File: src/rtl/lpsf_pkg.sv
// Shared types, constants and codes of the LCD pixel stream formatter.
`timescale 1ns / 1ps

package lpsf_pkg;

   // Palette storage
   localparam int PAL_DEPTH = 256;
   localparam int PAL_AW    = (PAL_DEPTH > 1) ? $clog2(PAL_DEPTH) : 1;

   // Longest solid run in pixels
   localparam int MAX_RUN_PIXELS = 16;

   // Descriptor queue between front and back
   localparam int QUEUE_DEPTH = 2;
   localparam int QUEUE_AW    = (QUEUE_DEPTH > 1) ? $clog2(QUEUE_DEPTH) : 1;
   localparam int QUEUE_CW    = $clog2(QUEUE_DEPTH + 1);

   // Register indexes and reset values
   localparam logic       CSR_COLUMN_OFFSET = 1'b0;
   localparam logic       CSR_ROW_OFFSET    = 1'b1;
   localparam logic [7:0] COLUMN_OFFSET_RST = 8'd1;
   localparam logic [7:0] ROW_OFFSET_RST    = 8'd2;

   // Input opcodes
   localparam logic [1:0] OP_WINDOW  = 2'd0;
   localparam logic [1:0] OP_PALETTE = 2'd1;
   localparam logic [1:0] OP_PIXELS  = 2'd2;
   localparam logic [1:0] OP_RUN     = 2'd3;

   // Pixel packing modes
   localparam logic [1:0] MODE_1BPP = 2'd0;
   localparam logic [1:0] MODE_4BPP = 2'd1;
   localparam logic [1:0] MODE_8BPP = 2'd2;

   // Controller command bytes
   localparam logic [7:0] CMD_COLUMN_SET   = 8'h2A;
   localparam logic [7:0] CMD_ROW_SET      = 8'h2B;
   localparam logic [7:0] CMD_MEMORY_WRITE = 8'h2C;

   // Byte positions within a window sequence and within a pixel
   localparam logic [3:0] WIN_COL_CMD = 4'd0;
   localparam logic [3:0] WIN_ROW_CMD = 4'd5;
   localparam logic [3:0] WIN_LAST    = 4'd10;
   localparam logic [3:0] PIX_LAST    = 4'd2;

   typedef enum logic [1:0] {
      KIND_WINDOW,
      KIND_PALETTE,
      KIND_PIXELS,
      KIND_RUN
   } kind_type;

   typedef enum logic [1:0] {
      BK_IDLE,
      BK_WINDOW,
      BK_PIXEL
   } bk_state_type;

   // One classified transaction as handed from front to back
   typedef struct packed {
      kind_type    kind;
      logic [8:0]  col_first;
      logic [8:0]  col_final;
      logic [8:0]  row_first;
      logic [8:0]  row_final;
      logic [7:0]  table_index;
      logic [23:0] color_value;
      logic [7:0]  pixel_byte;
      logic [1:0]  pixel_mode;
      logic [2:0]  first_pos;
      logic [4:0]  count;
   } cmd_type;

endpackage

File: src/rtl/lpsf_queue.sv
// Short descriptor queue decoupling the front end from the byte sequencer.
`timescale 1ns / 1ps

module lpsf_queue (
   input  logic                clock,
   input  logic                reset,
   input  logic                push,
   input  lpsf_pkg::cmd_type   push_data,
   output logic                full,
   input  logic                pop,
   output logic                empty,
   output lpsf_pkg::cmd_type   head
);

   lpsf_pkg::cmd_type             entry_ff [lpsf_pkg::QUEUE_DEPTH];
   logic [lpsf_pkg::QUEUE_AW-1:0] wr_ptr_ff, wr_ptr_in;
   logic [lpsf_pkg::QUEUE_AW-1:0] rd_ptr_ff, rd_ptr_in;
   logic [lpsf_pkg::QUEUE_CW-1:0] count_ff, count_in;

   function automatic logic [lpsf_pkg::QUEUE_AW-1:0] bump(
      input logic [lpsf_pkg::QUEUE_AW-1:0] ptr);
      return (ptr == lpsf_pkg::QUEUE_AW'(lpsf_pkg::QUEUE_DEPTH - 1)) ?
             '0 : ptr + lpsf_pkg::QUEUE_AW'(1);
   endfunction

   assign full  = (count_ff == lpsf_pkg::QUEUE_CW'(lpsf_pkg::QUEUE_DEPTH));
   assign empty = (count_ff == '0);
   assign head  = entry_ff[rd_ptr_ff];

   always_comb begin
      wr_ptr_in = push ? bump(wr_ptr_ff) : wr_ptr_ff;
      rd_ptr_in = pop  ? bump(rd_ptr_ff) : rd_ptr_ff;
      count_in  = count_ff;
      if (push && !pop) begin
         count_in = count_ff + lpsf_pkg::QUEUE_CW'(1);
      end else if (pop && !push) begin
         count_in = count_ff - lpsf_pkg::QUEUE_CW'(1);
      end
   end

   always_ff @(posedge clock) begin
      if (reset) begin
         wr_ptr_ff <= '0;
         rd_ptr_ff <= '0;
         count_ff  <= '0;
      end else begin
         wr_ptr_ff <= wr_ptr_in;
         rd_ptr_ff <= rd_ptr_in;
         count_ff  <= count_in;
      end
   end

   always_ff @(posedge clock) begin
      if (push) begin
         entry_ff[wr_ptr_ff] <= push_data;
      end
   end

endmodule

File: config.mk
export PLATFORM = sky130hd
export DESIGN_NAME = lpsf_queue
export DESIGN_NICKNAME = d
export VERILOG_FILES = /design/src/rtl/lpsf_pkg.sv /design/src/rtl/lpsf_queue.sv
export SDC_FILE = /design/constraint.sdc
export NUM_CORES = 1
export LEC_CHECK = 0
export BUFFER_PORTS_ARGS = -buffer_cell sky130_fd_sc_hd__buf_2
export CAP_MARGIN = 15
export CORE_ASPECT_RATIO = 0.7
export CORE_MARGIN = 2
export CORE_UTILIZATION = 35
export CTS_CLUSTER_DIAMETER = 50
export DETAILED_ROUTE_END_ITERATION = 16
export HOLD_SLACK_MARGIN = 0.15
export PLACE_DENSITY = 0.54
export SYNTH_ARGS = -nofsm -noshare
export SYNTH_HDL_FRONTEND = slang
export SYNTH_SLANG_ARGS = --single-unit
File: constraint.sdc
create_clock -name clock -period 7.7 [get_ports clock]
set_clock_uncertainty 0.2 [all_clocks]
set_input_delay 1.155 -clock clock [delete_from_list [all_inputs] [get_ports clock]]
set_output_delay 1.155 -clock clock [all_outputs]
set_load 0.05 [all_outputs]
; ---- Yosys cells after proc, flatten, opt, wreduce, memory -nomap -nowiden
; Memories as Yosys holds them, arrays and structs flattened. A register that Yosys moved wholly into a read port is not among the register bits.
; Cells that the tools add are included.
[word_totals]
register_bits = 4
ram_bits = 176
inputBits = 92
out_inout_bits = 90
word_cells = 23
mem_count = 1
[op_classes]
addsub = 4
n_eq_ne = 1
muxes = 8
n_reduce_logical = 6
[mem_list]
columns = memory, depth, width, read_ports, rd_ports_with_merged_regs, wr, line_no
row1 = entry_ff, 2, 88, 1, 1, 1, lpsf_queue.sv:15  ; lpsf_pkg::cmd_type entry_ff [lpsf_pkg::QUEUE_DEPTH];
[op_table]
columns = operator, count
row1 = 1-bit 2-to-1 mux, 6
row2 = 2-bit 2-to-1 mux, 2
row3 = "1-bit adder, second input constant", 2
row4 = "2-bit by 1-bit adder with 2-bit output, second input constant", 1
row5 = "2-bit == test, second input constant", 1
row6 = 1-bit logical AND, 2
row7 = 1-bit logical NOT, 2
row8 = 2-bit logical NOT, 1
row9 = 2-bit nonzero test, 1
row10 = "2-bit by 1-bit subtractor with 2-bit output, second input constant", 1

; ---- Longest topological paths before layout
; Gate-level depths: netlist (run 1).
[logic_depth]
depth_word = 4
depth_mapped = 5
depth_no_buf = 5

; ---- Worst setup path before layout (run 1)
; No wires, ideal clock.
[synth_path]
path_type = input port to flip-flop
from = input push
to = memory entry_ff[0][0] (netlist name) (enable)
setup_ps = 546
arrival_ps = 4995
required_time_ps = 6954
path_slack_ps = 1960
stages = 1
path_buffers = 0
cell_sequence = nor2b_1
[synth_via]
elab_chain_len = 2
[synth_lines]
columns = item, line_no
row1 = "start, declared", lpsf_queue.sv:7  ; input logic push,
row2 = 1-bit 2-to-1 mux, lpsf_queue.sv:54  ; if (push) begin
row3 = 1-bit 2-to-1 mux (implied by the code), lpsf_queue.sv:55  ; entry_ff[wr_ptr_ff] <= push_data;
row4 = "end, declared", lpsf_queue.sv:15
; No other way between the ends.

==> metrics.md, run 1 <==
| Metric | Value |
|---|---|
| Max Cap Viol | `0` |
| Row count | `42` |
| First-pass GRT wire length | `around 19,000 µm` |
| Clk slew on worst S/H paths | `~70 ps` |
| Setup crit end kind | `output pin` |
| Sw frac | `between 20% and 30%` |
| Mapped Area | `around 6600 µm²` |
| Area growth from synthesis to layout | `26.8%` |
| Fin. Hold Viols | `0` |
| Tmin final | `3680 ps` |
| Placed inst area | `between 7000 and 8000 µm²` |
| Critical path arrival | `approximately 2300 ps` |
| Maximum VDD drop | `0.0000985 V` |
| PwrDens | `approximately 290 nW/µm²` |
| Outcome | `finished, final reports clean` |
| CTS tree | `done` |
| Largest net degree at the start of global routing | `75` |
| Io pins | `182` |
| # fillers | `roughly 1,700` |
| Post-route ant nets | `0` |
| Reg-to-reg slack, setup | `5440 ps` |
| Die Span X | `169 µm` |
| WL final | `approximately 13,000 µm` |
| Crit Path Max Fanout | `45` |
| Crit-path leading delay family | `buffers and inverters` |
| Final Cell Area | `8410 µm²` |
| Power Internal | `~1.7 mW` |
| Syn Area/Cell | `22.4 µm²` |
| Post-Synth XOR/XNOR Area | `0.528%` |
| Sum Neg Setup Slack | `0 ps` |
| Core box area | `~19,000 µm²` |
| GR Overflow Total | `0` |
| Area of the multi-input gates | `roughly 1200 µm²` |
| Main combinational cell family by area after synthesis | `multiplexers` |
| Hold Crit Start | `count_ff[1]$_SDFFE_PP0P_` |
| Min-delay worst type | `register to register` |
| Bufs and invs on worst path | `3` |
| HPWL after detailed placement | `~8100 µm` |
| Longest Clk Path Bufs | `2` |
| LEAKAGE | `3.17 nW` |
| DRT iter0 DRCs | `205` |
| Yosys warns | `0` |
| Clock Sinks | `~180` |
| CP peak stage delay | `around 470 ps` |
| Fin nets | `~600` |
| Vias in the first global route | `~3,600` |
| Initial antenna violation count | `4` |
| Sequential power share | `48.4%` |
| Path type of the worst setup path | `register to output pin` |
| CP cell instances | `buf_4 -> buf_16 -> mux2_2 -> buf_2` |
| Type of origin of the critical path | `register` |
| Slew Limit Fails | `0` |
| Vias per inst | `between 4 and 5` |
| Unrepaired setup endpoints after global routing | `no` |
| Post-synthesis compound-gate area fraction | `less than 1%` |
| Critical-path top delay cell | `dfxtp_4` |
| Net Count, Synth | `between 300 and 400` |
| Slew headroom | `53.3%` |
| TritonRoute pass-1 iters | `4` |
| NetSw | `approximately 660 µW` |
| Synth cell types | `16` |
| Die area | `around 20,000 µm²` |
| Overall routing resource usage | `between 10 and 15%` |
| Initial Utilization | `a little over a third` |
| F_max | `0.272 GHz` |
| Post-CTS Setup Bufs | `0` |
| WP data required | `roughly 6300 ps` |
| Die span in y | `around 120 µm` |
| Sequential share of the synthesized area | `between 80% and 90%` |
| CTS root buf | `clkbuf_16` |
| H-Tree Level Count | `4` |
| Final setup vio count | `0` |
| Skew-Pair Late Insertion Delay | `around 400 ps` |
| Fraction of layout cells with a size suffix above 1 | `60.5%` |
| Hold Buf Count CTS | `0` |
| Synth Area in Adders | `less than 1%` |
| Post-detailed-route wirelength per cell | `approximately 17 µm` |
| Total number of vias | `3,349` |
| Multiplexer area fraction after synthesis | `between 10% and 20%` |
| Worst reg2reg startpoint | `wr_ptr_ff$_SDFFE_PP0P_` |
| # port buffers | `~180` |
| Final Total Pwr | `about 2.4 mW` |
| Post-synthesis register bit count | `roughly 180` |
| Clock Power Share | `34.7%` |
| Mapped Cells | `296` |
| Measured slew at the worst slew-check pin | `around 700 ps` |
| TritonCTS Buffers | `17` |
| Period Utilization, post-route | `47.8%` |
| Register area | `roughly 5400 µm²` |
| Post_cts resized | `0` |
| Post-Synth Simple-Gate Area | `less than 1%` |
| GPL Wtd Cong | `0.700` |
| Logic gate share of total power | `approximately 17%` |
| # DRC | `0` |
[synth_stat cells]
cell	count	area, µm²
a21oi_1	1	5.00
and2_1	1	6.26
buf_2	6	30.0
buf_6	4	45.0
dfxtp_1	5	100
edfxtp_1	176	5290
ha_1	1	12.5
inv_1	1	3.75
mux2_2	68	766
mux2_4	20	300
nor2_1	5	18.8
nor2b_1	2	12.5
o21ai_0	1	5.00
or3_1	1	6.26
xnor2_1	2	17.5
xor2_1	2	17.5
[power by group through the flow]
stage	Clock, mW	Sequential [mW]	Combinational [mW]
6_report	0.836	1.17	0.406
5_1_grt	0.903	1.17	0.426
4_1_cts	0.866	1.17	0.409
3_5_place_dp	0	1.19	0.407
3_3_place_gp	0	1.19	0.405
2_1_floorplan	0	1.19	0.310
[per-stage QoR]
stage,cells,util [%],hold slack [ps],setup slack [ps]
after global routing,746,44.8,364,3880
final,749,44.8,314,4020
after global placement,713,41.6,279,4230
after floorplan,296,-,261,1960
after CTS,745,44.6,306,3760
after detailed placement,713,41.6,297,4230
[flip-flops by register name, indices dropped and copies added, names as in the netlist, named ones only]
name and count:
count_ff 2, entry_ff 176, rd_ptr_ff 1, wr_ptr_ff 1
[final cells by class]
cell class,instances,area share [%]
inverter,1,0.0446
antenna,3,0.0893
timing repair buffer,186,11.5
tap,242,3.60
clock buffer,21,5.24
multi-input combinational,104,14.0
clock inverter,11,1.49
sequential,181,64.1
[metal layers]
metal	GRT usage (%)	wire length [µm]	share of wire, %	vias to the layer above
met5	0	27	0.21	-
met2	18.3	5340	42	120
met3	6.21	1130	8.9	18
li1	-	-	-	1561
met1	17.1	5990	47	1646
met4	4.69	158	1.3	4
[worst reg2reg max path, cell delays in order, from the launching register on]
cell and delay [ps]:
dfxtp_1 410, and2_4 550, buf_4 690
[worst paths after layout]
kind | endpoint | cells after the start
min reg2reg | count_ff[1]$_SDFFE_PP0P_ | 2
max reg2reg | entry_ff[1][33]$_DFFE_PP_ | 2
min | count_ff[1]$_SDFFE_PP0P_ | 2
max | head[67] | 4
[placed cells by master (no fill, tap or decap), drive strengths merged]
cell type and n:
clkinvlp 2, clkbuf 21, nor2 5, and2 1
ha 1, clkinv 3, xor2 2, edfxtp 176
inv 5, mux2 88, o21ai 1, buf 186
dfxtp 5, or3 1, xnor2 2, a21oi 1
diode 3, bufinv 2, nor2b 2
[logic make-up (layout without fill, tap and decap cells)]
kind of cell    Yosys count  after routing
compound gates            2              2
xor+xnor                  4              4
fa+ha+maj                 1              1
buf+inv                  11            219
flops                   181            181
mux                      88             88
other cells               0              3
simple gates              9              9
Note: power is estimated with default switching activity, not from simulation.
==> inputs of run 2 (changes only) <==
clock period = 3.57 ns   (was 7.7 ns; I/O delays follow)
==> run 2 against run 1 <==
Against the previous run:
- routed wire length up 3.8%
- core utilization up 4.7 points
- clock power up 110%
- die area unchanged
- sequential share of layout area down 6.1 points
- largest power group unchanged
==> metrics.md, run 2 (synthesized netlist as in run 1, its figures left out) <==
| Metric | Value |
|---|---|
| Slew Limit Fails | `0` |
| Skew-Pair Late Insertion Delay | `roughly 400 ps` |
| Period Utilization, post-route | `between 70% and 80%` |
| First-pass GRT wire length | `between 20,000 and 25,000 µm` |
| Type of origin of the critical path | `register` |
| H-Tree Level Count | `4` |
| Largest register FFs | `~180` |
| HPWL after detailed placement | `about 7800 µm` |
| Top flop regs | `entry_ff x176, count_ff x2` |
| Most used routing layer | `met2` |
| M3 GR Usage | `around 4.7%` |
| Outcome | `finished, final reports clean` |
| WL final | `13,100 µm` |
| Fraction of layout cells with a size suffix above 1 | `approximately half` |
| Fin nets | `672` |
| F_max | `0.374 GHz` |
| Tmin final | `between 2000 and 3000 ps` |
| Clk slew on worst S/H paths | `about 70 ps` |
| GPL Wtd Cong | `a little over 0.7` |
| Hold Buf Count CTS | `between 80 and 90` |
| Largest net degree at the start of global routing | `slightly below 90` |
| DRT iter0 DRCs | `212` |
| Initial antenna violation count | `0` |
| Row count | `42` |
| Worst hold slack | `234 ps` |
| Post-CTS Setup Bufs | `0` |
| Final worst slack | `893 ps` |
| Area growth from synthesis to layout | `40.1%` |
| Final Total Pwr | `approximately 5.2 mW` |
| Worst slack at placement | `1310 ps` |
| Post_cts resized | `0` |
| WP data required | `around 2800 ps` |
| Vias per inst | `4.37` |
| Reg-to-reg slack, setup | `1660 ps` |
| R2R depth | `2` |
| Longest Clk Path Bufs | `2` |
| Maximum VDD drop | `0.000311 V` |
| Most frequent cells in the layout | `buf_2, edfxtp_1, dlygate4sd3_1, mux2_2, mux2_4` |
| Setup crit end kind | `output pin` |
| Top reg by flops | `entry_ff` |
| Clock Sinks | `181` |
| Io pins | `~180` |
| Initial Utilization | `~35%` |
| Slew headroom | `between 60% and 70%` |
| Critical path arrival | `1940 ps` |
| Crit Path Max Fanout | `27` |
| Post-detailed-route wirelength per cell | `about 16 µm` |
| Post-route ant nets | `0` |
| Sum Neg Setup Slack | `0 ps` |
| Min-Delay Path Depth | `3` |
| Overall routing resource usage | `between 10% and 20%` |
| # port buffers | `approximately 180` |
| Total number of vias | `3,646` |
| Reg2Reg Capture Point | `entry_ff[1][84]$_DFFE_PP_` |
| Die Span X | `approximately 170 µm` |
| LEAKAGE | `between 3 and 4 nW` |
| Die span in y | `between 100 and 150 µm` |
| Met2 usage | `roughly 20%` |
| Measured slew at the worst slew-check pin | `around 590 ps` |
| Vias in the first global route | `3,880` |
| Die area | `20,100 µm²` |
| Max Cap Viol | `0` |
| Fin. Hold Viols | `0` |
| Diode count | `0` |
| CTS tree | `done` |
| PwrDens | `561 nW/µm²` |
| Path type of the worst setup path | `register to output pin` |
| Final setup vio count | `0` |
| Final Util | `a little under 50%` |
| Hold Crit Start | `pop` |
| Worst reg2reg startpoint | `wr_ptr_ff$_SDFFE_PP0P_` |
| Core box area | `approximately 19,000 µm²` |
| TritonRoute pass-1 iters | `4` |
| # DRC | `0` |
| GR Overflow Total | `0` |
| TritonCTS Buffers | `17` |
| Min-delay worst type | `input pin to register` |
| CTS root buf | `clkbuf_16` |
| Unrepaired setup endpoints after global routing | `no` |
| Most common cell after layout, fill and taps aside | `buf_2` |
| Met1 Use GR | `between 15 and 20%` |
-- run 2: changes by cell type in the layout (fill, tap and decap cells not counted), moves of 2 or more --
cell and change:
clkinv_1 +3, clkinv_4 +2, diode_2 -3, clkbuf_1 -4, dlygate4sd3_1 +89, buf_4 -3, buf_12 +3
-- run 2: worst max path at each step --
| stage | to | cells past startpoint | slack [ps] | from |
|---|---|---|---|---|
| after floorplan | entry_ff[0][0]$_DFFE_PP_ | 1 | 100 | push |
| after global placement | head[0] | 3 | 1360 | register |
| after detailed placement | head[3] | 3 | 1310 | register |
| after CTS | head[3] | 3 | 850 | register |
| after global routing | head[72] | 3 | 800 | register |
| final | head[3] | 3 | 890 | register |
-- run 2: critical path, stage by stage, from the launching register on --
cell and delay [ps]:
dfxtp_4 500, buf_4 410, mux2_2 390, buf_2 210
-- run 2: final cells by class --
class	instances	area [µm²]
fill	1595	9470
sequential	181	5390
timing repair buffer	274	1860
multi-input combinational	104	1180
clock buffer	17	425
tap	242	303
clock inverter	15	126
inverter	1	3.75
-- run 2: power by group --
part	internal, mW	switching [mW]
registers	2.48	0.0399
clock network	0.961	0.778
logic	0.319	0.631
total	3.76	1.45
-- run 2: metal layers --
metal | vias to the layer above | wire [µm]
met3 | 13 | 881
met5 | - | 0
met2 | 130 | 5870
li1 | 1736 | -
met1 | 1767 | 6210
met4 | 0 | 155
-- run 2: through the flow --
| stage | cell area (µm²) | instances |
|---|---|---|
| after floorplan | 6630 | 296 |
| after global placement | 7850 | 713 |
| after detailed placement | 7850 | 713 |
| after CTS | 9290 | 834 |
| after global routing | 9290 | 834 |
| final | 9290 | 834 |
