[config.mk]
export PLATFORM = sky130hd
export DESIGN_NAME = lpsf_front
export DESIGN_NICKNAME = d
export VERILOG_FILES = /design/src/rtl/lpsf_pkg.sv /design/src/rtl/lpsf_front.sv
export SDC_FILE = /design/constraint.sdc
export NUM_CORES = 1
export LEC_CHECK = 0
export ABC_CLOCK_PERIOD_IN_PS = 1600
export BUFFER_PORTS_ARGS = -buffer_cell sky130_fd_sc_hd__buf_2
export CAP_MARGIN = 40
export CORE_MARGIN = 3
export CORE_UTILIZATION = 37
export DETAILED_ROUTE_END_ITERATION = 16
export GPL_TIMING_DRIVEN = 0
export PLACE_DENSITY = 0.78
export SYNTH_ARGS = -nofsm -noshare
export SYNTH_HDL_FRONTEND = slang
export SYNTH_SLANG_ARGS = --single-unit
[constraint.sdc]
create_clock -name clock -period 1.6 [get_ports clock]
set_clock_uncertainty 0.05 [all_clocks]
set_input_delay 0 -clock clock [delete_from_list [all_inputs] [get_ports clock]]
set_output_delay 0 -clock clock [all_outputs]
set_load 0.03 [all_outputs]
[src/rtl/lpsf_pkg.sv]
// Shared types, constants and codes of the LCD pixel stream formatter.
`timescale 1ns / 1ps

package lpsf_pkg;

   // Palette storage
   localparam int PAL_DEPTH = 256;
   localparam int PAL_AW    = (PAL_DEPTH > 1) ? $clog2(PAL_DEPTH) : 1;

   // Longest solid run in pixels
   localparam int MAX_RUN_PIXELS = 16;

   // Descriptor queue between front and back
   localparam int QUEUE_DEPTH = 2;
   localparam int QUEUE_AW    = (QUEUE_DEPTH > 1) ? $clog2(QUEUE_DEPTH) : 1;
   localparam int QUEUE_CW    = $clog2(QUEUE_DEPTH + 1);

   // Register indexes and reset values
   localparam logic       CSR_COLUMN_OFFSET = 1'b0;
   localparam logic       CSR_ROW_OFFSET    = 1'b1;
   localparam logic [7:0] COLUMN_OFFSET_RST = 8'd1;
   localparam logic [7:0] ROW_OFFSET_RST    = 8'd2;

   // Input opcodes
   localparam logic [1:0] OP_WINDOW  = 2'd0;
   localparam logic [1:0] OP_PALETTE = 2'd1;
   localparam logic [1:0] OP_PIXELS  = 2'd2;
   localparam logic [1:0] OP_RUN     = 2'd3;

   // Pixel packing modes
   localparam logic [1:0] MODE_1BPP = 2'd0;
   localparam logic [1:0] MODE_4BPP = 2'd1;
   localparam logic [1:0] MODE_8BPP = 2'd2;

   // Controller command bytes
   localparam logic [7:0] CMD_COLUMN_SET   = 8'h2A;
   localparam logic [7:0] CMD_ROW_SET      = 8'h2B;
   localparam logic [7:0] CMD_MEMORY_WRITE = 8'h2C;

   // Byte positions within a window sequence and within a pixel
   localparam logic [3:0] WIN_COL_CMD = 4'd0;
   localparam logic [3:0] WIN_ROW_CMD = 4'd5;
   localparam logic [3:0] WIN_LAST    = 4'd10;
   localparam logic [3:0] PIX_LAST    = 4'd2;

   typedef enum logic [1:0] {
      KIND_WINDOW,
      KIND_PALETTE,
      KIND_PIXELS,
      KIND_RUN
   } kind_type;

   typedef enum logic [1:0] {
      BK_IDLE,
      BK_WINDOW,
      BK_PIXEL
   } bk_state_type;

   // One classified transaction as handed from front to back
   typedef struct packed {
      kind_type    kind;
      logic [8:0]  col_first;
      logic [8:0]  col_final;
      logic [8:0]  row_first;
      logic [8:0]  row_final;
      logic [7:0]  table_index;
      logic [23:0] color_value;
      logic [7:0]  pixel_byte;
      logic [1:0]  pixel_mode;
      logic [2:0]  first_pos;
      logic [4:0]  count;
   } cmd_type;

endpackage

[src/rtl/lpsf_front.sv]
// Front end: takes input transactions, applies offsets, clips counts, fills the queue.
`timescale 1ns / 1ps

module lpsf_front (
   input  logic                  clock,
   input  logic                  reset,
   input  logic                  req_valid,
   output logic                  req_stall,
   input  logic [1:0]            req_opcode,
   input  logic [7:0]            req_x_first,
   input  logic [7:0]            req_y_first,
   input  logic [7:0]            req_x_final,
   input  logic [7:0]            req_y_final,
   input  logic [7:0]            req_table_index,
   input  logic [23:0]           req_color_value,
   input  logic [7:0]            req_pixel_byte,
   input  logic [1:0]            req_pixel_mode,
   input  logic [2:0]            req_first_pixel,
   input  logic [4:0]            req_pixel_count,
   input  logic                  csr_write,
   input  logic                  csr_index,
   input  logic [7:0]            csr_wdata,
   input  logic                  q_full,
   output logic                  q_push,
   output lpsf_pkg::cmd_type     q_data
);

   logic [7:0] col_off_ff, col_off_in;
   logic [7:0] row_off_ff, row_off_in;
   logic [3:0] avail;
   logic [4:0] clipped;
   logic [4:0] run_len;
   logic       keep;

   always_comb begin
      col_off_in = col_off_ff;
      row_off_in = row_off_ff;
      if (csr_write) begin
         case (csr_index)
            lpsf_pkg::CSR_COLUMN_OFFSET: col_off_in = csr_wdata;
            lpsf_pkg::CSR_ROW_OFFSET:    row_off_in = csr_wdata;
            default: ;
         endcase
      end
   end

   always_ff @(posedge clock) begin
      if (reset) begin
         col_off_ff <= lpsf_pkg::COLUMN_OFFSET_RST;
         row_off_ff <= lpsf_pkg::ROW_OFFSET_RST;
      end else begin
         col_off_ff <= col_off_in;
         row_off_ff <= row_off_in;
      end
   end

   // Pixels left in the byte from the start position
   always_comb begin
      case (req_pixel_mode)
         lpsf_pkg::MODE_1BPP: avail = 4'd8 - {1'b0, req_first_pixel};
         lpsf_pkg::MODE_4BPP: avail = 4'd2 - {3'b000, req_first_pixel[0]};
         lpsf_pkg::MODE_8BPP: avail = 4'd1;
         default:             avail = 4'd0;
      endcase
   end

   assign clipped = (req_pixel_count > {1'b0, avail}) ? {1'b0, avail} : req_pixel_count;
   assign run_len = (req_pixel_count > 5'(lpsf_pkg::MAX_RUN_PIXELS)) ?
                    5'(lpsf_pkg::MAX_RUN_PIXELS) : req_pixel_count;

   always_comb begin
      q_data             = '0;
      q_data.col_first   = 9'(req_x_first) + 9'(col_off_ff);
      q_data.col_final   = 9'(req_x_final) + 9'(col_off_ff);
      q_data.row_first   = 9'(req_y_first) + 9'(row_off_ff);
      q_data.row_final   = 9'(req_y_final) + 9'(row_off_ff);
      q_data.table_index = req_table_index;
      q_data.color_value = req_color_value;
      q_data.pixel_byte  = req_pixel_byte;
      q_data.pixel_mode  = req_pixel_mode;
      q_data.first_pos   = (req_pixel_mode == lpsf_pkg::MODE_1BPP) ? req_first_pixel :
                           (req_pixel_mode == lpsf_pkg::MODE_4BPP) ?
                           {2'b00, req_first_pixel[0]} : 3'd0;
      keep               = 1'b0;
      case (req_opcode)
         lpsf_pkg::OP_WINDOW: begin
            q_data.kind = lpsf_pkg::KIND_WINDOW;
            keep        = 1'b1;
         end
         lpsf_pkg::OP_PALETTE: begin
            q_data.kind = lpsf_pkg::KIND_PALETTE;
            keep        = ({1'b0, req_table_index} < 9'(lpsf_pkg::PAL_DEPTH));
         end
         lpsf_pkg::OP_PIXELS: begin
            q_data.kind  = lpsf_pkg::KIND_PIXELS;
            q_data.count = clipped;
            keep         = (clipped != 5'd0);
         end
         lpsf_pkg::OP_RUN: begin
            q_data.kind  = lpsf_pkg::KIND_RUN;
            q_data.count = run_len;
            keep         = (run_len != 5'd0);
         end
         default: ;
      endcase
   end

   // Drop transactions that produce nothing and touch no state
   assign req_stall = q_full;
   assign q_push    = req_valid && !q_full && keep;

endmodule

=== Word level (Yosys, flattened, before mapping) ===
Index checks and enable logic that the tools add are counted.

* Register bits: 16
* Input port bits: 98
* Output and inout port bits: 90
* Word-level logic and storage cells: 34

* Add/subtract/negate cells: 6
* Magnitude comparators: 2
* Eq/ne operators: 5
* Mux-type cells: 8
* Bitwise operators: 1
* Reductions and logical operators: 10

{| class="wikitable"
|+ Operator list
! cell !! count
|-
| adder 8 x 8 -> 9 bit || 4
|-
| one-hot mux 4 bit (3 select lines) || 1
|-
| two-way mux 5 bit || 2
|-
| one-hot mux 5 bit (2 select lines) || 1
|-
| nonzero test 5 bit || 2
|-
| one-hot mux 2 bit (4 select lines) || 1
|-
| == test 2 bit, second input constant || 3
|-
| greater-than comparator 5 x 4 -> 1 bit || 1
|-
| greater-than comparator 5 bit, second input constant || 1
|-
| == test 2 x 1 -> 1 bit, second input constant || 2
|-
| logical NOT 2 bit || 2
|-
| AND reduction 2 bit || 2
|-
| subtractor 4 x 3 -> 4 bit, first input constant || 1
|-
| two-way mux 3 bit || 1
|-
| one-hot mux 1 bit (3 select lines) || 1
|-
| subtractor 2 x 1 -> 3 bit, first input constant || 1
|-
| logical AND 1 bit || 2
|-
| OR reduction 2 bit || 1
|-
| logical NOT 1 bit || 1
|-
| two-way mux 1 bit || 1
|-
| inverter 1 bit || 1
|}

=== Depth between registers and ports, before layout ===
Gate-level depths: netlist of run 1.

* Depth in word-level cells: 7
* Depth in mapped cells: 11
* Gate-level depth less buffers: 10

=== Least setup slack after synthesis of run 1 ===
OpenSTA, ideal clock, no wires.

* Kind: register to output
* Start point: register row_off_ff[0]
* End point: output port q_data[58] in the netlist's numbering
* Arrival time: 2.209 ns
* Required time: 1.550 ns
* Setup slack: -0.659 ns
* Stages on the path, launching flop included: 9
* Cell sequence: dfxtp_1 > ha_1 > inv_1 > fa_1 > nor2b_1 > o21ai_1 > a21boi_1 > nor3_1 > o31ai_1

{| class="wikitable"
|+ RTL lines
! item !! RTL line !! RTL
|-
| start: declaration || lpsf_front.sv:29 || <nowiki>logic [7:0] row_off_ff, row_off_in;</nowiki>
|-
| start signal: assignment || lpsf_front.sv:50 || <nowiki>row_off_ff <= lpsf_pkg::ROW_OFFSET_RST;</nowiki>
|-
| start signal: assignment || lpsf_front.sv:53 || <nowiki>row_off_ff <= row_off_in;</nowiki>
|-
| end: declaration || lpsf_front.sv:25 || <nowiki>output lpsf_pkg::cmd_type q_data</nowiki>
|}

==> results of run 1 <==
-- kinds of logic (layout without fill, tap and decap cells) --
logic type | count (synthesis) | in the layout | synth area share [%]
xor+xnor | 17 | 17 | 6.03
flops | 16 | 16 | 13.0
buf+inv | 78 | 260 | 18.8
fa+ha+maj | 41 | 41 | 22.0
simple gates | 86 | 86 | 16.6
compound gates | 83 | 83 | 21.3
mux | 6 | 6 | 2.43
-- worst max-delay path: cells and delay by family, from the launching register on --
family	cells	cell delay, ns
adder cells (fa/ha/maj)	2	0.50
flip-flops	1	0.38
AO/OA/AOI/OAI	3	0.55
AND/OR/NAND/NOR	2	0.20
buffers and inverters	2	0.20
-- worst max-delay path by stage --
stage | cells after the start | end | slack (ns) | startpoint
3_3_place_gp | 13 | q_data[1] | -0.58 | req_first_pixel[0]
3_5_place_dp | 13 | q_data[2] | -0.65 | req_first_pixel[0]
5_1_grt | 9 | q_data[75] | -0.60 | col_off_ff[0]$_SDFFE_PP1P_
6_report | 9 | q_data[76] | -0.53 | col_off_ff[0]$_SDFFE_PP1P_
2_1_floorplan | 11 | q_data[0] | -0.24 | req_first_pixel[0]
4_1_cts | 9 | q_data[85] | -0.58 | col_off_ff[0]$_SDFFE_PP1P_
-- cell usage in the layout, fill, tap and decap left out, drive strengths merged, types with 2 or more instances in the layout --
master / instances
dlygate4sd3: 11
o21ai: 17
nand2b: 2
or2: 2
dfxtp: 16
a211oi: 8
fa: 4
a21o: 6
a21boi: 4
o31ai: 5
and3: 2
clkbuf: 9
o21a: 4
nor2b: 6
nand2: 35
nor3: 6
ha: 37
buf: 213
a21oi: 28
mux2i: 6
and2: 4
nor2: 11
o32a: 4
xnor2: 17
o21bai: 4
or3: 4
inv: 27
nand3: 9
nor4: 2
-- sequential cells by signal, summed over array words and instances, names as in the netlist --
name and flops:
row_off_ff 8, col_off_ff 8
-- through the flow --
step / worst slack (ns) / std cells / utilization, % / power (mW)
floorplan: -0.239 / 327 / - / 1.56
global placement: -0.579 / 551 / 57.9 / 1.90
detailed placement: -0.648 / 551 / 57.9 / 1.93
CTS: -0.583 / 585 / 67.9 / 2.50
global route: -0.601 / 586 / 70.5 / 2.77
finish: -0.528 / 586 / 70.5 / 2.62
-- metal layers --
metal  vias up  wire length (microns)  GRT usage [%]
met5         -                      0              0
li1       1460                      -              -
met3         8                    544           2.63
met1      1329                   3110           22.4
met2       121                   4310           35.5
met4         0                     66           3.21
-- synthesized netlist by cell type (6+ instances only) --
| master | instances | area (sq um) |
|---|---|---|
| buf_4 | 43 | 323 |
| nor3_1 | 6 | 30.0 |
| a21o_1 | 6 | 45.0 |
| xnor2_1 | 17 | 149 |
| a211oi_1 | 8 | 60.1 |
| nor2_1 | 11 | 41.3 |
| nand2_1 | 35 | 131 |
| o21ai_0 | 12 | 60.1 |
| dfxtp_1 | 16 | 320 |
| inv_1 | 27 | 101 |
| mux2i_1 | 6 | 60.1 |
| nand3_1 | 9 | 45.0 |
| nor2b_1 | 6 | 37.5 |
| a21oi_1 | 28 | 140 |
| ha_1 | 37 | 463 |
-- layout make-up --
cell class              instances  area [sq um]  area share [%]
inverters                      27           119            2.63
clock buffers                   4          45.0           0.995
plain buffers                  51           363            8.02
multi-input cells             233          2310            51.0
flip-flops and latches         16           342            7.55
repair buffers                178          1250            27.7
well taps                      77          96.3            2.13
-- report_power, final --
group / switching (mW) / internal (mW)
clock network: 0.131 / 0.176
logic: 0.997 / 0.868
registers: 0.0292 / 0.416
-- timing repair --
| item | in CTS | in global routing |
|---|---|---|
| pin swaps | 40 | 25 |
| cloned | 0 | 0 |
| resized for setup | 100 | 41 |
| hold buffers | 11 | 0 |
| setup buffers | 19 | 4 |
| setup endpoints to repair | 30 | 37 |
| endpoints found under the hold margin | 16 | 0 |
==> out/summary.md, run 1 <==
The clock drives 16 sinks. Hold path depth: 4. The CTS buffer count was 3; the number of rows in the core area was 29. Traced cell by cell, the critical path runs through ha_4, inv_2, fa_2, nor2b_2, o21ai_2, a21boi_2, nor3_4, o31ai_4, buf_6. After detailed placement, the total cell area comes to 3720 sq um.

The run gives 2 as the deepest clock path buffer count. The share of the Yosys chip area taken by registers is 13.0%. After synthesis the netlist holds a flip-flop and latch count of 16. The wire length after detailed routing was 8030 microns; the critical path data required time was 1.55 ns. The critical path is of the register to output port type. The number of setup violations in the final report is 30. The final reports fail on negative setup slack. The worst path in the final design needs a cycle of 2.13 ns, including I/O delays and setup. For the mapped cell area, the log shows 2470 sq um. The internal reg-to-reg setup slack came out at 0.36 ns. The first global-routing pass estimated 12200 microns of wire.

The number of enable-type register cells in the synthesized netlist works out to 0. The number of global-route vias before repair is 2777, and the initial cell density of the core is 38.5%. For this design the top-level I/O count stands at 188. The flip-flop cell with the highest count after synthesis was dfxtp_1.

Final worst hold slack: 0.149 ns. The largest fanout of any net on the critical path works out to 3. For this run, design rule violations remaining after detail routing come to 0. The number of cells traversed by the worst register-to-register path is 3, and the synthesized instance count is 327. Worst vdd rail ir drop: 0.387 mV.

The slowest stage of the critical path belongs to the cell dfxtp_4. The run gives 72 as the number of DRC violations after detailed-routing iteration 0. The flow ran to the end, but the final reports show violations.

The number of distinct library cells after synthesis is 38, and the share of the cycle needed by the critical path after routing is 133%. For this run, asynchronously set or reset flops after synthesis account for 0%. The mean routed wirelength per cell is 13.7 microns.

The worst hold path terminates at row_off_ff[0]$_SDFFE_PP0P_. The count of H-tree levels built during CTS is 1. Relative max-transition margin: 71.6%.

The number of pins exceeding their max-slew limit in the final report was 0; the floorplan die height was 87.7 microns. The tree is rooted in a clkbuf_8. Number of inserted filler cells in the final layout: 451. The post-route worst setup slack came out at -0.528 ns.

After synthesis, the mean cell area works out to 7.56 sq um. For the area of the die, the log shows 7700 sq um. For the pin with the worst max-slew slack, the measured transition is 0.424 ns.

The area of all placed cells without fillers is 4530 sq um. The worst register-to-register path ends at col_off_ff[5]$_SDFFE_PP0P_. TritonCTS built the clock tree.

Adding up every negative setup slack in the final design gives -9.72 ns. From synthesis to final layout, the design area changed by 83.1%. The endpoint type of the worst setup path is an output port.

Derived from the worst setup path, the maximum achievable clock frequency is 470 MHz. Dividing the detail-routed via count by the number of cells gives 4.98. Data arrives at the worst endpoint at 2.08 ns. The areal power density over the cells came out at 578 nW/um^2. The startpoint identified for the worst hold timing path is csr_write.

The detail route stage leaves a number of antenna-violating nets equal to 0. The initial antenna violation count is 0, and the largest net degree at the start of global routing is 11. The net count of the finished layout was 649. Summed over all nets, the half-perimeter wirelength after detailed placement is 5970 microns. Input and output buffers added on the ports amount to 147. After global routing the overflow that remains totals 0. The share of layout cells above drive strength 1 is 62.1%. The number of nets handed over by synthesis was 466.

The path class of the tightest hold or removal check is primary input to register. Across the run, the number of max-cap violations was 0. The logs give 0 for the count of warnings emitted by yosys and 18.7% for the overall routing resource usage.

The tools report the area of the core as 6420 sq um. The largest single stage delay on the critical path is 0.38 ns. The kind of start point of the critical path was a register. Clock latency on the worst-skew pair, taken at its later pin, is 0.25 ns. Summed over all cells, the static leakage comes to 2.18 nW. From left edge to right edge, the die measures 87.7 microns. The routed layout has 2918 vias. Clock-pin slew was measured on the worst setup and hold paths at 0.06 ns. At the end of routability-driven placement, the weighted congestion stood at 0.920. The launch instance of the worst register-to-register path is col_off_ff[5]$_SDFFE_PP0P_. The total count of hold-check failures in the final report was 0. The first-pass iteration count of the detailed router was 4. The repair_antennas step left the layout with diodes totalling 0. Setup repair after global routing could not meet its margin everywhere.
Note: power is estimated with default switching activity, not from simulation.
==> run 2, diff against run 1 <==
- ABC_CLOCK_PERIOD_IN_PS: 1600 -> 2500
- CAP_MARGIN: 40 -> 20
- CORE_UTILIZATION: 37 -> 44
- MAX_ROUTING_LAYER: unset -> met4
- PLACE_DENSITY: 0.78 -> 0.87
- clock period: 1.6 -> 2.5 ns (I/O delays scaled with it)
==> out/summary.md, run 2 (synthesis results as in run 1) <==
The net count of the finished layout is 629 (-3.1%). The largest fanout of any net on the critical path is 5 (+2). The width of the die was 80.9 microns (-7.7%). The detailed placement HPWL is 6310 microns (+5.7%), and the final weighted congestion in routability-driven placement is 0.966 (+5.0%). For the number of global-route vias before repair, the log shows 2567 (-7.6%).

The logs give 2.45 ns (+0.90 ns) for the critical path data required time and 73.3% (+1.7 points) for the relative max-transition margin. The logs give 0.210 ns (+0.857 ns) for the worst slack at placement and 0.24 ns (about the same) for the clock latency on the worst-skew pair. The actual slew at the worst max-slew pin is 0.397 ns (-0.0270 ns). The largest net degree at the start of global routing is 11 (unchanged), and the floorplan die height is 80.9 microns (-7.7%). The leakage power summed over all cells was 1.88 nW (-14%). The number of pins exceeding their max-slew limit in the final report was 0 (unchanged); the final antenna diode count was 0 (unchanged). The worst vdd rail ir drop was 0.301 mV (-22%). Detailed-route DRC error count: 0 (unchanged). The area of combinational cells with multiple inputs is 1700 sq um (-26%). The max capacitance violation total is 0 (unchanged), and the global-route congestion overflow total is 0 (unchanged). The setup TNS after final layout is 0 ns (+9.72 ns). The run gives 7300 microns (-9.1%) as the wire length after detailed routing.

Relative to the synthesized area, the layout overhead comes to 41.0%. The final critical delay including setup and external delays was 2.30 ns. Worst hold path class: primary input to register. The areal power density over the cells is 396 nW/um^2 (-32%). The tools report the root buffer cell as clkbuf_8.

Walking the worst path, the cells encountered are buf_2, inv_1, ha_1, mux2i_1, or2_2, ha_1, nand4_1, or2_1, o311a_1, buf_6, mux2i_1, and2_1, buf_2. For the deepest clock path buffer count, the log shows 2 (unchanged). The most frequent standard cell in the layout excluding fill and tap cells was buf_2.

The initial antenna violation count was 0 (unchanged); the share of layout cells above drive strength 1 was 41.5% (-21 points). The largest registers in the layout are col_off_ff x8, row_off_ff x8. The number of setup violations in the final report is 0 (-100%), and the biggest cell delay along the critical path is 0.30 ns (-0.08 ns). The run gives 21.6% (+2.9 points) as the overall routing resource usage. Setup repair after global routing left no endpoint under its margin. The critical path in this run is classified as primary input to output port. First-pass iteration count of the detailed router: 4 (unchanged).

The run gives 26 (-10%) as the number of rows in the core area. The area of the core was 5270 sq um (-18%); the total power consumption of the routed design was 1.38 mW (-47%). The mean routed wirelength per cell works out to 13.1 microns (-4.7%). The per-cell via count in the routed design is 5.06 (+1.6%), and the I/O pin count is 188 (unchanged).

The tools report the number of inserted filler cells in the final layout as 452 (+0.22%). The via total after detailed routing was 2829 (-3.1%). The CTS sink count is 16 (unchanged). The total count of hold-check failures in the final report is 0 (unchanged). The worst setup path is launched from a primary input. The number of DRC violations after detailed-routing iteration 0 was 82 (+14%). Leaving out fill and tap cells, the most frequent cells in the layout are buf_2 (146), buf_4 (46), ha_1 (36). The area of the die is 6550 sq um (-15%), and the count of port buffers added during placement is 147 (unchanged). The clock transition at the registers of the reported paths is 0.06 ns (about the same), and the highest clock rate is 435 MHz. The initial cell density of the core was 46.9% (+8.4 points). The standard cell with the maximum stage delay on the critical path is ha_1.

TritonCTS built the clock tree. The logs give 2.25 ns (+0.17 ns) for the arrival time at the worst endpoint and 1 (unchanged) for the count of H-tree levels built during CTS. The flow ran to the end, and the final reports show no timing, DRC or antenna violations. The CTS buffer count was 3 (unchanged); the number of post-CTS setup repair buffers was 0 (-19). The global-route wire length before repair was 11200 microns (-8.4%).

In the finished design, the share of the clock period the worst path needs comes to 91.9%. The tools report the endpoint type of the worst setup path as an output port. The final antenna-violating net count is 0 (unchanged), and the area taken by flip-flops and latches is 320 sq um (-6.2%). The run gives 0.201 ns (+0.730 ns) as the post-route worst setup slack.
[run 2: cell type report]
type	count	area share, %
Timing Repair Buffer	158	24.5
Tap cell	70	2.51
Clock buffer	4	1.58
Buffer	51	10.4
Sequential cell	16	9.19
Multi-Input combinational cell	233	48.9
Inverter	27	2.91
[run 2: path summary, 6_finish.rpt]
check | startpoint | end | slack (ns) | cells past startpoint
min reg2reg | row_off_ff[2]$_SDFFE_PP0P_ | row_off_ff[2]$_SDFFE_PP0P_ | 0.44 | 2
max | req_first_pixel[0] | q_data[1] | 0.20 | 13
min | csr_write | row_off_ff[3]$_SDFFE_PP0P_ | 0.15 | 4
max reg2reg | col_off_ff[5]$_SDFFE_PP0P_ | col_off_ff[5]$_SDFFE_PP0P_ | 1.28 | 3
[run 2: critical path: cells and delay by family]
family | cells | cell delay (ns)
and+or+nand+nor | 4 | 0.81
adders and majority gates | 2 | 0.60
buffers and inverters | 4 | 0.49
muxes | 2 | 0.22
AOI/OAI and AO/OA | 1 | 0.14
[run 2: per-stage QoR]
| step | cell area (sq um) | hold slack (ns) | cells | util [%] |
|---|---|---|---|---|
| after detailed placement | 3290 | 0.185 | 544 | 62.5 |
| after global placement | 3290 | 0.180 | 544 | 62.5 |
| final | 3480 | 0.155 | 559 | 66.1 |
| after global routing | 3480 | 0.180 | 559 | 66.1 |
| after floorplan | 2470 | 0.0191 | 327 | - |
| after CTS | 3460 | 0.153 | 559 | 65.6 |
[run 2: per-layer routing]
metal  share of wire, %  GRT usage, %  vias up
met3                8.2          2.55       18
met4                2.4          6.42        0
met5                  0             -        -
met2                 54          40.6      123
li1                   -             -     1426
met1                 36          23.6     1262
[run 2: repair_timing]
item | CTS | global route
gates resized for setup | 0 | 8
setup endpoints to repair | 0 | 5
hold buffers | 11 | 0
hold endpoints to repair | 16 | 0
[run 2: power by group]
part | internal (mW) | switching, mW | total (mW) | leakage, nW
sequential | 0.268 | 0.0130 | 0.281 | 0.131
combinational | 0.337 | 0.536 | 0.873 | 1.72
clock | 0.140 | 0.0858 | 0.225 | 0.0288
==> run 3, diff against run 2 <==
- CORE_MARGIN: 3 -> unset
==> out/summary.md, run 3 (synthesis results as in run 1) <==
The initial cell density of the core is 46.9% (unchanged), and the number of post-CTS setup repair buffers is 0 (unchanged). CTS placed an instance of clkbuf_8 at the clock tree root. The global-route wire length before repair came out at 11200 microns (+0.81%). The run finished with clean final reports. The tools report the leakage power summed over all cells as 1.88 nW (about the same). Setup repair after global routing left no endpoint under its margin. The logs give 0 (unchanged) for the initial antenna violation count and 5820 microns (-7.7%) for the detailed placement HPWL.

The actual slew at the worst max-slew pin is 0.414 ns (+0.0177 ns). Most frequent standard cell in the layout excluding fill and tap cells: buf_2. The number of setup violations in the final report came out at 0 (unchanged). The critical path starts at col_off_ff[0]$_SDFFE_PP1P_. The number of rows in the core area was 26 (unchanged). The non-filler instance count after layout came out at 558 (-0.18%). The tools report the CTS buffer count as 3 (unchanged). The clock transition at the registers of the reported paths works out to 0.06 ns (about the same).

The count of port buffers added during placement is 147 (unchanged). For this design, the slowest cell found on the critical path is fa_1. The run gives 0 (unchanged) as the number of pins exceeding their max-slew limit in the final report.

The cell family contributing the most delay on the critical path is adder cells. The via total after detailed routing came out at 2832 (+0.11%). Max capacitance violation total: 0 (unchanged). Walking the worst path, the cells encountered are ha_1, inv_1, fa_1, nor2b_1, o21ai_1, a21boi_1, nor3_1, o31ai_1, buf_2. The worst setup path is captured at an output port.

The largest net degree at the start of global routing is 11 (unchanged). Floorplan die height: 76.9 microns (-4.9%). The run gives 23.3% (+1.6 points) as the overall routing resource usage. The I/O pin count is 188 (unchanged), and the mean routed wirelength per cell is 12.4 microns (-4.7%). The wire length after detailed routing was 6940 microns (-4.9%); the area of the die was 5920 sq um (-9.6%). The areal power density over the cells was 397 nW/um^2 (+0.30%); the share of layout cells above drive strength 1 was 41.2% (-0.32 points). The worst vdd rail ir drop was 0.238 mV (-21%); the detailed-route DRC error count was 0 (unchanged). The net switching power figure is 634 uW (-0.22%). In this run the most critical hold path is launched from csr_index. Global-route congestion overflow total: 0 (unchanged).

The final critical delay including setup and external delays came out at 2.38 ns (+0.0853 ns). The run gives 2755 (+7.3%) as the number of global-route vias before repair. The area of the core was 5270 sq um (unchanged); the clock latency on the worst-skew pair was 0.25 ns (about the same). The worst hold path class was primary input to register. The number of inserted filler cells in the final layout was 474 (+4.9%); the width of the die was 76.9 microns (-4.9%). TritonCTS built the clock tree. The largest fanout of any net on the critical path is 3 (-2), and the number of DRC violations after detailed-routing iteration 0 is 101 (+23%). Count of placed standard cells including taps: 544 (unchanged). Critical path data required time: 2.45 ns (about the same). Highest clock rate: 419 MHz (-3.6%). Launch instance of the worst register-to-register path: col_off_ff[7]$_SDFFE_PP0P_. The run gives 16 (unchanged) as the CTS sink count. The logs give 1 (unchanged) for the count of H-tree levels built during CTS and 2 (unchanged) for the deepest clock path buffer count. The biggest cell delay along the critical path came out at 0.40 ns (+0.10 ns). The critical path in this run is classified as register to output port. In the layout the commonest cells are buf_2 (147), buf_4 (45), ha_1 (37). The per-cell via count in the routed design came out at 5.08 (+0.29%).

The switching part of the total works out to 46.1% (about the same). For the net count of the finished layout, the log shows 628 (-0.16%). Cell-internal power: 742 uW (-0.25%). The relative max-transition margin is 72.4% (-0.90 points). The proportion of power drawn by combinational gates is 62.9% (-0.4 points). The final antenna-violating net count was 0 (unchanged); the arrival time at the worst endpoint was 2.33 ns (+0.08 ns). The area added between synthesis and finish was 40.3%; the final antenna diode count was 0 (unchanged). The first-pass iteration count of the detailed router came out at 4 (unchanged). The largest registers in the layout are col_off_ff x8, row_off_ff x8. Clock network fraction of total power: 16.7% (+0.4 points).

The worst setup path is launched from a register. The setup TNS after final layout was 0 ns (unchanged); the share of the cycle needed by the critical path after routing was 95.4% (+3.4 points). The total count of hold-check failures in the final report is 0 (unchanged). The run gives 0.862 (-11%) as the final weighted congestion in routability-driven placement.

The count of buffer and inverter cells on the critical path is 2 (-2), and the portion of total power attributed to sequential cells is 20.4% (about the same).
==> run 3: path summary, 6_finish.rpt <==
kind / to / slack, ns / cells after the start
min reg2reg: col_off_ff[5]$_SDFFE_PP0P_ / 0.45 / 2
min: row_off_ff[7]$_SDFFE_PP0P_ / 0.15 / 4
max reg2reg: col_off_ff[7]$_SDFFE_PP0P_ / 1.22 / 3
max: q_data[85] / 0.12 / 9
==> run 3: layout make-up <==
type	instances	area (sq um)	share of cell area, %
Buffer	51	363	10.5
Inverter	27	101	2.92
Multi-Input combinational cell	233	1700	49.0
Tap cell	70	87.6	2.53
Clock buffer	4	55.1	1.59
Sequential cell	16	320	9.24
Timing Repair Buffer	157	841	24.3
==> run 3: routing by layer <==
| metal | GRT usage (%) | share of wire, % | up-vias |
|---|---|---|---|
| met4 | 10.0 | 4.0 | 0 |
| met1 | 22.9 | 37 | 1253 |
| met2 | 44.9 | 52 | 139 |
| met5 | - | 0 | - |
| met3 | 3.21 | 6.7 | 24 |
| li1 | - | - | 1416 |
==> run 3: tightest hold or removal path, delay by kind of cell <==
kind,cells,cell delay (ns)
buffers and inverters,2,0.26
AND/OR/NAND/NOR,1,0.09
AO/OA/AOI/OAI,1,0.05
==> run 3: stage by stage <==
step / setup slack (ns) / power (mW) / util [%] / hold slack (ns) / instance area (sq um)
floorplan: 0.241 / 0.902 / - / 0.0191 / 2470
global placement: 0.292 / 1.12 / 62.5 / 0.198 / 3290
detailed placement: 0.243 / 1.13 / 62.5 / 0.200 / 3290
CTS: 0.112 / 1.38 / 65.5 / 0.147 / 3450
global route: 0.00596 / 1.46 / 65.8 / 0.183 / 3470
finish: 0.116 / 1.38 / 65.8 / 0.151 / 3470
==> run 3: timing repair <==
action                                 4_1_cts  5_1_grt
endpoints found under the hold margin       16        0
resized for setup                            0        5
hold buffers                                10        0
setup endpoints to repair                    0        3
==> run 3: power by group through the flow <==
stage	clock, mW	combinational [mW]	sequential [mW]
4_1_cts	0.233	0.862	0.281
5_1_grt	0.246	0.933	0.282
6_report	0.229	0.866	0.281
2_1_floorplan	0	0.621	0.281
3_3_place_gp	0	0.831	0.286
3_5_place_dp	0	0.847	0.287
